$ cat src/rtl/kmp_pkg.sv
// Shared types and codes for the KMP substring matcher.
package kmp_pkg;

  // Item kinds decided at the front
  localparam logic KIND_PATTERN = 1'b0;
  localparam logic KIND_TEXT    = 1'b1;

  // One classified request as it waits in the queue
  typedef struct packed {
    logic       kind;
    logic [7:0] data;
    logic       last;
  } kmp_item_t;

  // Queue head as seen by the back end
  typedef struct packed {
    logic      valid;
    kmp_item_t item;
  } kmp_head_t;

  // One search result
  typedef struct packed {
    logic match_here;
    logic found;
    logic text_done;
  } kmp_result_t;

endpackage

$ cat src/rtl/kmp_in_if.sv
// Input channel: pattern and text bytes with valid/ready handshake.
interface kmp_in_if;
  logic       valid;
  logic       ready;
  logic       op;
  logic [7:0] data_byte;
  logic       end_marker;

  modport source (output valid, output op, output data_byte, output end_marker,
                  input ready);
  modport sink   (input valid, input op, input data_byte, input end_marker,
                  output ready);
endinterface

$ cat src/rtl/kmp_out_if.sv
// Output channel: one search result per text byte with valid/ready handshake.
interface kmp_out_if;
  logic valid;
  logic ready;
  logic match_here;
  logic found;
  logic text_done;

  modport source (output valid, output match_here, output found, output text_done,
                  input ready);
  modport sink   (input valid, input match_here, input found, input text_done,
                  output ready);
endinterface

$ cat src/rtl/kmp_ram.sv
// Generic single-write, single-read RAM with registered read data.
module kmp_ram #(
  parameter int WIDTH = 8,
  parameter int DEPTH = 32
) (
  input  logic                                     clk,
  input  logic                                     we,
  input  logic [(DEPTH > 1 ? $clog2(DEPTH) : 1)-1:0] waddr,
  input  logic [WIDTH-1:0]                         wdata,
  input  logic                                     re,
  input  logic [(DEPTH > 1 ? $clog2(DEPTH) : 1)-1:0] raddr,
  output logic [WIDTH-1:0]                         rdata
);

  logic [WIDTH-1:0] mem [DEPTH];

  // Write port
  always_ff @(posedge clk) begin
    if (we) begin
      mem[waddr] <= wdata;
    end
  end

  // Registered read port, held while no read is issued
  always_ff @(posedge clk) begin
    if (re) begin
      rdata <= mem[raddr];
    end
  end

endmodule

$ cat src/rtl/kmp_front.sv
// Front end: accept requests, classify them and hold them in a two-entry queue.
module kmp_front (
  input  logic              clk,
  input  logic              rst,
  kmp_in_if.sink            req,
  output kmp_pkg::kmp_head_t head,
  input  logic              pop
);
  import kmp_pkg::*;

  kmp_item_t  entry [2];
  logic       wr_ptr;
  logic       rd_ptr;
  logic [1:0] count;
  logic       push;
  kmp_item_t  item_in;

  // Classify the incoming request
  always_comb begin
    item_in.kind = req.op ? KIND_TEXT : KIND_PATTERN;
    item_in.data = req.data_byte;
    item_in.last = req.end_marker;
  end

  assign req.ready  = (count != 2'd2);
  assign push       = req.valid && req.ready;
  assign head.valid = (count != 2'd0);
  assign head.item  = entry[rd_ptr];

  // Store accepted requests
  always_ff @(posedge clk) begin
    if (push) begin
      entry[wr_ptr] <= item_in;
    end
  end

  // Advance pointers and occupancy
  always_ff @(posedge clk) begin
    if (rst) begin
      wr_ptr <= 1'b0;
      rd_ptr <= 1'b0;
      count  <= 2'd0;
    end else begin
      if (push) begin
        wr_ptr <= ~wr_ptr;
      end
      if (pop) begin
        rd_ptr <= ~rd_ptr;
      end
      case ({push, pop})
        2'b10:   count <= count + 2'd1;
        2'b01:   count <= count - 2'd1;
        default: count <= count;
      endcase
    end
  end

endmodule

$ cat src/rtl/kmp_engine.sv
// Back end: pattern store, failure table, KMP sequencer and result register.
module kmp_engine #(
  parameter int MAX_PATTERN = 32
) (
  input  logic              clk,
  input  logic              rst,
  input  kmp_pkg::kmp_head_t head,
  output logic              pop,
  kmp_out_if.source         rsp
);
  import kmp_pkg::*;

  localparam int IW = $clog2(MAX_PATTERN);
  localparam int LW = $clog2(MAX_PATTERN + 1);

  localparam logic [1:0] S_IDLE = 2'd0;
  localparam logic [1:0] S_CMP  = 2'd1;
  localparam logic [1:0] S_FAIL = 2'd2;
  localparam logic [1:0] S_HIT  = 2'd3;

  // Control and search state
  logic [1:0]    state, state_next;
  logic [LW-1:0] pat_len, pat_len_next;
  logic          pat_closed, pat_closed_next;
  logic [IW-1:0] pre_k, pre_k_next;
  logic [IW-1:0] match_cnt, match_cnt_next;
  logic          found_flag, found_flag_next;
  logic          out_valid, out_valid_next;
  kmp_result_t   out_res, out_res_next;

  // Working registers for the item in progress
  logic          cur_kind, cur_kind_next;
  logic [7:0]    cur_data, cur_data_next;
  logic          cur_last, cur_last_next;
  logic [IW-1:0] cur_i, cur_i_next;
  logic [IW-1:0] k, k_next;

  // Memory ports
  logic          ps_we, ps_re;
  logic [IW-1:0] ps_waddr, ps_raddr;
  logic [7:0]    ps_wdata, ps_rdata;
  logic          fl_we, fl_re;
  logic [IW-1:0] fl_waddr, fl_raddr;
  logic [IW-1:0] fl_wdata, fl_rdata;

  logic          can_emit;
  logic          eq;
  logic [LW-1:0] k_inc;

  kmp_ram #(.WIDTH(8), .DEPTH(MAX_PATTERN)) u_pattern_ram (
    .clk(clk), .we(ps_we), .waddr(ps_waddr), .wdata(ps_wdata),
    .re(ps_re), .raddr(ps_raddr), .rdata(ps_rdata)
  );

  kmp_ram #(.WIDTH(IW), .DEPTH(MAX_PATTERN)) u_failure_ram (
    .clk(clk), .we(fl_we), .waddr(fl_waddr), .wdata(fl_wdata),
    .re(fl_re), .raddr(fl_raddr), .rdata(fl_rdata)
  );

  assign can_emit = !out_valid || rsp.ready;
  assign eq       = (ps_rdata == cur_data);
  assign k_inc    = LW'(k) + LW'(1);

  assign rsp.valid      = out_valid;
  assign rsp.match_here = out_res.match_here;
  assign rsp.found      = out_res.found;
  assign rsp.text_done  = out_res.text_done;

  // Sequencer
  always_comb begin
    logic          emit;
    logic          e_hit;
    logic          e_last;
    logic [IW-1:0] e_j;
    logic [LW-1:0] eff_len;
    logic [IW-1:0] start;

    emit    = 1'b0;
    e_hit   = 1'b0;
    e_last  = cur_last;
    e_j     = '0;
    eff_len = pat_closed ? '0 : pat_len;
    start   = '0;

    state_next      = state;
    pat_len_next    = pat_len;
    pat_closed_next = pat_closed;
    pre_k_next      = pre_k;
    match_cnt_next  = match_cnt;
    found_flag_next = found_flag;
    cur_kind_next   = cur_kind;
    cur_data_next   = cur_data;
    cur_last_next   = cur_last;
    cur_i_next      = cur_i;
    k_next          = k;
    pop             = 1'b0;

    ps_we    = 1'b0;
    ps_waddr = eff_len[IW-1:0];
    ps_wdata = head.item.data;
    ps_re    = 1'b0;
    ps_raddr = '0;
    fl_we    = 1'b0;
    fl_waddr = cur_i;
    fl_wdata = '0;
    fl_re    = 1'b0;
    fl_raddr = '0;

    unique case (state)
      S_IDLE: begin
        if (head.valid && head.item.kind == KIND_PATTERN) begin
          pop = 1'b1;
          // A pattern byte after a closed pattern starts a new one
          if (pat_closed) begin
            pat_len_next    = '0;
            pat_closed_next = 1'b0;
            pre_k_next      = '0;
            match_cnt_next  = '0;
            found_flag_next = 1'b0;
          end
          if (eff_len < LW'(MAX_PATTERN)) begin
            ps_we = 1'b1;
            if (eff_len == '0) begin
              fl_we           = 1'b1;
              fl_waddr        = '0;
              fl_wdata        = '0;
              pre_k_next      = '0;
              pat_len_next    = LW'(1);
              pat_closed_next = head.item.last;
            end else begin
              start         = (LW'(pre_k) >= eff_len) ? '0 : pre_k;
              ps_re         = 1'b1;
              ps_raddr      = start;
              k_next        = start;
              cur_kind_next = KIND_PATTERN;
              cur_data_next = head.item.data;
              cur_last_next = head.item.last;
              cur_i_next    = eff_len[IW-1:0];
              state_next    = S_CMP;
            end
          end else if (head.item.last) begin
            // Drop the byte, but let its end marker close the pattern
            pat_closed_next = 1'b1;
          end
        end else if (head.valid) begin
          if (pat_len == '0) begin
            // Empty pattern matches everywhere
            if (can_emit) begin
              pop    = 1'b1;
              emit   = 1'b1;
              e_hit  = 1'b1;
              e_last = head.item.last;
              e_j    = match_cnt;
            end
          end else begin
            pop           = 1'b1;
            start         = (LW'(match_cnt) >= pat_len) ? '0 : match_cnt;
            ps_re         = 1'b1;
            ps_raddr      = start;
            k_next        = start;
            cur_kind_next = KIND_TEXT;
            cur_data_next = head.item.data;
            cur_last_next = head.item.last;
            state_next    = S_CMP;
          end
        end
      end

      S_CMP: begin
        if (eq && cur_kind == KIND_PATTERN) begin
          fl_we           = 1'b1;
          fl_wdata        = k_inc[IW-1:0];
          pre_k_next      = k_inc[IW-1:0];
          pat_len_next    = LW'(cur_i) + LW'(1);
          pat_closed_next = cur_last;
          state_next      = S_IDLE;
        end else if (eq) begin
          if (k_inc == pat_len) begin
            // Full match: fetch the fallback count
            fl_re      = 1'b1;
            fl_raddr   = IW'(pat_len - LW'(1));
            state_next = S_HIT;
          end else if (can_emit) begin
            emit       = 1'b1;
            e_j        = k_inc[IW-1:0];
            state_next = S_IDLE;
          end
        end else if (k != '0) begin
          // Follow the failure link
          fl_re      = 1'b1;
          fl_raddr   = k - IW'(1);
          state_next = S_FAIL;
        end else if (cur_kind == KIND_PATTERN) begin
          fl_we           = 1'b1;
          fl_wdata        = '0;
          pre_k_next      = '0;
          pat_len_next    = LW'(cur_i) + LW'(1);
          pat_closed_next = cur_last;
          state_next      = S_IDLE;
        end else if (can_emit) begin
          emit       = 1'b1;
          e_j        = '0;
          state_next = S_IDLE;
        end
      end

      S_FAIL: begin
        k_next     = fl_rdata;
        ps_re      = 1'b1;
        ps_raddr   = fl_rdata;
        state_next = S_CMP;
      end

      S_HIT: begin
        if (can_emit) begin
          emit       = 1'b1;
          e_hit      = 1'b1;
          e_j        = fl_rdata;
          state_next = S_IDLE;
        end
      end

      default: state_next = S_IDLE;
    endcase

    // Load the result register, then clear the search at end of text
    out_valid_next = out_valid && !rsp.ready;
    out_res_next   = out_res;
    if (emit) begin
      out_valid_next          = 1'b1;
      out_res_next.match_here = e_hit;
      out_res_next.found      = found_flag || e_hit;
      out_res_next.text_done  = e_last;
      found_flag_next         = e_last ? 1'b0 : (found_flag || e_hit);
      match_cnt_next          = e_last ? '0 : e_j;
    end
  end

  // Control registers
  always_ff @(posedge clk) begin
    if (rst) begin
      state      <= S_IDLE;
      pat_len    <= '0;
      pat_closed <= 1'b0;
      pre_k      <= '0;
      match_cnt  <= '0;
      found_flag <= 1'b0;
      out_valid  <= 1'b0;
    end else begin
      state      <= state_next;
      pat_len    <= pat_len_next;
      pat_closed <= pat_closed_next;
      pre_k      <= pre_k_next;
      match_cnt  <= match_cnt_next;
      found_flag <= found_flag_next;
      out_valid  <= out_valid_next;
    end
  end

  // Payload registers
  always_ff @(posedge clk) begin
    out_res  <= out_res_next;
    cur_kind <= cur_kind_next;
    cur_data <= cur_data_next;
    cur_last <= cur_last_next;
    cur_i    <= cur_i_next;
    k        <= k_next;
  end

endmodule

$ cat src/rtl/kmp_substring_matcher.sv
// Top level of the KMP substring matcher.
// Streams a pattern and then text through one request channel (op 0 = pattern
// byte, op 1 = text byte) and returns one result per text byte. A two-entry
// queue decouples request acceptance from the search sequencer, and a result
// register decouples the sequencer from the result channel. The sequencer
// reads the pattern RAM and the failure RAM through one registered read port
// each, alternating between them. The first pattern byte, a dropped pattern
// byte and a text byte against an empty pattern are handled straight from
// idle; any other byte takes a compare, then a failure-RAM read and a new
// compare per failure link followed, and a full match on a text byte adds a
// fallback read before its result. Pattern bytes past MAX_PATTERN are
// dropped, though their end marker still closes the pattern; no clearing
// pass is needed after reset.
module kmp_substring_matcher #(
  parameter int MAX_PATTERN = 32
) (
  input logic       clk,
  input logic       rst,
  kmp_in_if.sink    req,
  kmp_out_if.source rsp
);
  import kmp_pkg::*;

  kmp_head_t head;
  logic      pop;

  kmp_front u_front (
    .clk(clk), .rst(rst), .req(req), .head(head), .pop(pop)
  );

  kmp_engine #(.MAX_PATTERN(MAX_PATTERN)) u_engine (
    .clk(clk), .rst(rst), .head(head), .pop(pop), .rsp(rsp)
  );

endmodule

$ cat src/flat_wrapper.sv
// flat-port wrapper written by rule: the top's interface ports become plain ports
module kmp_substring_matcher_flat import kmp_pkg::*;
#(
  parameter int MAX_PATTERN = 32
)
  (clk, rst, req_valid, req_op, req_data_byte, req_end_marker, req_ready, rsp_valid, rsp_match_here, rsp_found, rsp_text_done, rsp_ready);
  kmp_in_if req_i ();
  kmp_out_if rsp_i ();
  input logic clk;
  input logic rst;
  input wire logic [$bits(req_i.valid)-1:0] req_valid;
  input wire logic [$bits(req_i.op)-1:0] req_op;
  input wire logic [$bits(req_i.data_byte)-1:0] req_data_byte;
  input wire logic [$bits(req_i.end_marker)-1:0] req_end_marker;
  output wire logic [$bits(req_i.ready)-1:0] req_ready;
  output wire logic [$bits(rsp_i.valid)-1:0] rsp_valid;
  output wire logic [$bits(rsp_i.match_here)-1:0] rsp_match_here;
  output wire logic [$bits(rsp_i.found)-1:0] rsp_found;
  output wire logic [$bits(rsp_i.text_done)-1:0] rsp_text_done;
  input wire logic [$bits(rsp_i.ready)-1:0] rsp_ready;
  assign req_i.valid = req_valid;
  assign req_i.op = req_op;
  assign req_i.data_byte = req_data_byte;
  assign req_i.end_marker = req_end_marker;
  assign req_ready = req_i.ready;
  assign rsp_valid = rsp_i.valid;
  assign rsp_match_here = rsp_i.match_here;
  assign rsp_found = rsp_i.found;
  assign rsp_text_done = rsp_i.text_done;
  assign rsp_i.ready = rsp_ready;
  kmp_substring_matcher #(.MAX_PATTERN(MAX_PATTERN)) u_core (.clk(clk), .rst(rst), .req(req_i), .rsp(rsp_i));
endmodule
$ cat config.mk
export PLATFORM = sky130hd
export DESIGN_NAME = kmp_substring_matcher_flat
export DESIGN_NICKNAME = d
export VERILOG_FILES = /design/src/rtl/kmp_pkg.sv /design/src/rtl/kmp_in_if.sv /design/src/rtl/kmp_out_if.sv /design/src/rtl/kmp_ram.sv /design/src/rtl/kmp_front.sv /design/src/rtl/kmp_engine.sv /design/src/rtl/kmp_substring_matcher.sv /design/src/flat_wrapper.sv
export SDC_FILE = /design/constraint.sdc
export NUM_CORES = 1
export LEC_CHECK = 0
export BUFFER_PORTS_ARGS = -buffer_cell sky130_fd_sc_hd__buf_2
export CELL_PAD_IN_SITES_DETAIL_PLACEMENT = 0
export CELL_PAD_IN_SITES_GLOBAL_PLACEMENT = 1
export CORE_MARGIN = 2
export CORE_UTILIZATION = 55
export CTS_BUF_LIST = sky130_fd_sc_hd__clkbuf_8
export DETAILED_ROUTE_END_ITERATION = 10
export PLACE_DENSITY = 0.88
export SETUP_SLACK_MARGIN = 0.5
export SLEW_MARGIN = 5
export SYNTH_ARGS = -nofsm -noshare
export SYNTH_HDL_FRONTEND = slang
export SYNTH_SLANG_ARGS = --single-unit
$ cat constraint.sdc
create_clock -name clk -period 10.7 [get_ports clk]
set_clock_uncertainty 0.2 [all_clocks]
set_input_delay 2.675 -clock clk [delete_from_list [all_inputs] [get_ports clk]]
set_output_delay 2.675 -clock clk [all_outputs]
set_load 0.02 [all_outputs]
==> results by group <==
Status
  – Status: completed

Setup path
  – Worst setup EP type: register
  – CP Launch Type: register
  – Flop2flop setup slack: 5.65 ns
  – Critical Path RT: 10.88 ns
  – R2R Path End: u_core.u_engine.u_pattern_ram.rdata[5]$_DFFE_PP_
  – FF-to-FF Start: u_core.u_engine.pat_len[0]$_SDFFE_PP0P_
  – R2R depth: 13
  – Crit path DAT: 5.23 ns
  – Worst-path fanout max: 56
  – Critical path startpoint: u_core.u_engine.pat_len[0]$_SDFFE_PP0P_
  – Crit Path Category: reg -> reg

Hold path
  – Hold crit path type: reg -> reg
  – Hold depth: 2
  – Hold EP: u_core.u_engine.found_flag$_SDFFE_PP0P_
  – Hold_sp: u_core.u_engine.found_flag$_SDFFE_PP0P_

Floorplanning
  – Chip Width: 201.8 microns
  – Die ar.: 0.04071 sq mm
  – Initial Utilization: 55.66%
  – Die Ht: 201.8 microns
  – Ports: 19
  – Area of the core: 0.03865 sq mm
  – Core Rows: 72

Finish
  – Most frequent cells in the layout: edfxtp_1 (472), nor2_1 (120), nand2_1 (120)
  – Fillers: 2847
  – Area growth from synthesis to layout: 8.789%
  – Area of the multi-input gates: 0.006252 sq mm
  – Antenna diodes: 0
  – Number of nets in the layout: 1558
  – Final instance area: 0.02340 sq mm
  – Register area: 0.01469 sq mm
  – Most common cell after layout, fill and taps aside: edfxtp_1
  – Share of cells above drive strength 1: 13.56%

Timing
  – Final period utilization: 47.16%
  – Unrepaired setup endpoints after global routing: false
  – Final Max Slew Viols: 0
  – Hold WS: 0.2802 ns
  – Post-route minimum period: 5.047 ns
  – Rel. slew slack: 17.96%
  – Setup TNS: 0 ns
  – Worst slew pin tran: 1.215 ns
  – Final setup vio count: 0
  – F_max: 0.1982 GHz
  – Final hold vios: 0

Clock tree
  – Setup bufs post-CTS: 0
  – Clk slew on worst S/H paths: 0.07 ns
  – Clock latency on the worst-skew pair: 0.65 ns
  – H-tree lvl count: 3
  – CTS sink count: 498
  – Clock Root Buffer: clkbuf_8
  – Post-CTS resize count: 0
  – Total CTS buffers: 79
  – TritonCTS clock tree: done
  – Hold-fix buffers, CTS: 0
  – Maximum clock insertion buffer count: 3

Power and ir drop
  – Clock power frac: 27.4%
  – Sw Ratio: 34.05%
  – Pleak: 0.007703 uW
  – Logic pwr share: 28.4%
  – Pwr Density: 238.5 mW/mm^2
  – Power Total: 5581 uW
  – Sw Pwr: 1900 uW
  – Pint: 3680 uW
  – Worst vdd ir: 0.0001694 V
  – Power share of the sequential group: 44.2%

Flow run
  – Max-cap violation count: 0

Synthesis
  – Yosys reg bits: 498
  – Largest area contributor in the netlist: edfxtp_1
  – Yosys warnings: 0
  – Share of the yosys chip area belonging to registers: 68.31%
  – Syn avg cell area: 14.48 sq um
  – Area share of the largest cell type after synthesis: 65.89%
  – Mapped cell area: 0.02151 sq mm
  – Synth Flop Type: edfxtp_1
  – Synth unique cells: 95
  – EDFF count, synth: 472
  – Synthesized netlist cell count: 1486
  – Asr flop ratio synth: 0%
  – Syn Nets: 1519
  – Synth area leaders: edfxtp_1 (66%), mux2i_1 (5.4%), dfxtp_1 (2.4%)

Route
  – Via density: 6.210
  – Pre-antenna DRT Iters: 8
  – Wirelength, routed: 49620 microns
  – Drt initial violations: 1528
  – Wire per inst: 23.58 microns
  – Number of routed nets with antenna violations: 0
  – Routed via count: 13.07k
  – DRC: 0

Global route
  – Vias in the first global route: 12.94k
  – Gr usage total: 24.66%
  – Grt ovf: 0
  – Initial antenna violation count: 0
  – First-pass GRT wire length: 76360 microns
  – Largest net degree at the start of global routing: 59

Placement
  – Port Buf Inserts: 18
  – Routability cong.: 0.9028
  – Post-DP Area: 0.02192 sq mm
  – Dpl hpwl: 31980 microns
==> metal layers <==
metal | track usage [%] | routed length, microns | part of all wire [%] | vias up
li1 | - | - | - | 5904
met3 | 5.086 | 3879 | 7.8 | 96
met5 | 0 | 0 | 0 | -
met2 | 39.35 | 23840 | 48 | 548
met4 | 8.666 | 1290 | 2.6 | 0
met1 | 33.94 | 20610 | 42 | 6518
==> critical path, cell delays in order (launching register included) <==
cell,delay (ns)
dfxtp_1,0.77
inv_1,0.20
nor2_1,0.28
ha_1,0.18
nand2b_1,0.09
a21oi_1,0.08
o2111ai_1,0.25
nand2_1,0.23
nor2_4,0.41
buf_4,0.72
mux4_2,0.58
nand2b_1,0.15
a221oi_1,0.52
nor4_2,0.11
==> layout make-up <==
cell class	count	area share [%]
well taps	518	2.770
inverters	30	0.4812
clock inverters	57	1.342
multi-input cells	882	26.72
repair buffers	34	0.8983
clock buffers	85	4.999
flip-flops and latches	498	62.79
==> power groups by stage <==
stage / Combinational, uW / Clock [uW] / Sequential, uW
CTS: 1570 / 1550 / 2460
global route: 1710 / 1630 / 2480
global placement: 1540 / 0 / 2500
floorplan: 1200 / 0 / 2430
detailed placement: 1560 / 0 / 2500
finish: 1580 / 1530 / 2470
==> cell families after synthesis <==
group,after synthesis,share of synthesized area [%]
buf+inv,106,2.757
simple gates,410,9.301
mux,156,7.870
flops,498,68.31
compound gates,272,9.638
fa+ha+maj,19,1.105
xor+xnor,25,1.018
==> registers in the layout (all words and copies together) (netlist names), 6 cells and up, named ones only <==
register                             flops
u_core.u_engine.cur_data                 8
u_core.u_engine.u_pattern_ram.rdata      8
u_core.u_front.entry                    20
u_core.u_engine.u_failure_ram.mem      160
u_core.u_engine.u_pattern_ram.mem      256
u_core.u_engine.pat_len                  6
==> Yosys cell counts, drive strengths merged (19+ instances only) <==
cell type,count
buf,52
a21oi,60
nand2,124
o211ai,20
nor2,127
ha,19
inv,30
nand4,33
clkbuf,24
dfxtp,26
mux2,32
nand3,37
o21ai,31
a221oi,21
mux2i,117
edfxtp,472
a22oi,21
==> stage by stage <==
step	utilization (%)	worst slack, ns	instances
2_1_floorplan	-	6.485	1486
3_3_place_gp	56.71	5.843	1962
3_5_place_dp	56.71	5.741	1962
4_1_cts	60.55	5.725	2104
5_1_grt	60.55	5.366	2104
6_report	60.55	5.653	2104
==> worst max-delay path by stage <==
stage | endpoint | slack, ns | cells past startpoint
floorplan | u_core.u_engine.match_cnt[3]$_SDFFE_PP0P_ | 6.49 | 8
global placement | u_core.u_engine.u_pattern_ram.rdata[5]$_DFFE_PP_ | 5.84 | 13
detailed placement | u_core.u_engine.u_pattern_ram.rdata[5]$_DFFE_PP_ | 5.74 | 13
CTS | u_core.u_engine.u_pattern_ram.rdata[5]$_DFFE_PP_ | 5.72 | 13
global route | u_core.u_engine.u_pattern_ram.rdata[5]$_DFFE_PP_ | 5.37 | 13
finish | u_core.u_engine.u_pattern_ram.rdata[5]$_DFFE_PP_ | 5.65 | 13
Note: power is estimated with default switching activity, not from simulation.
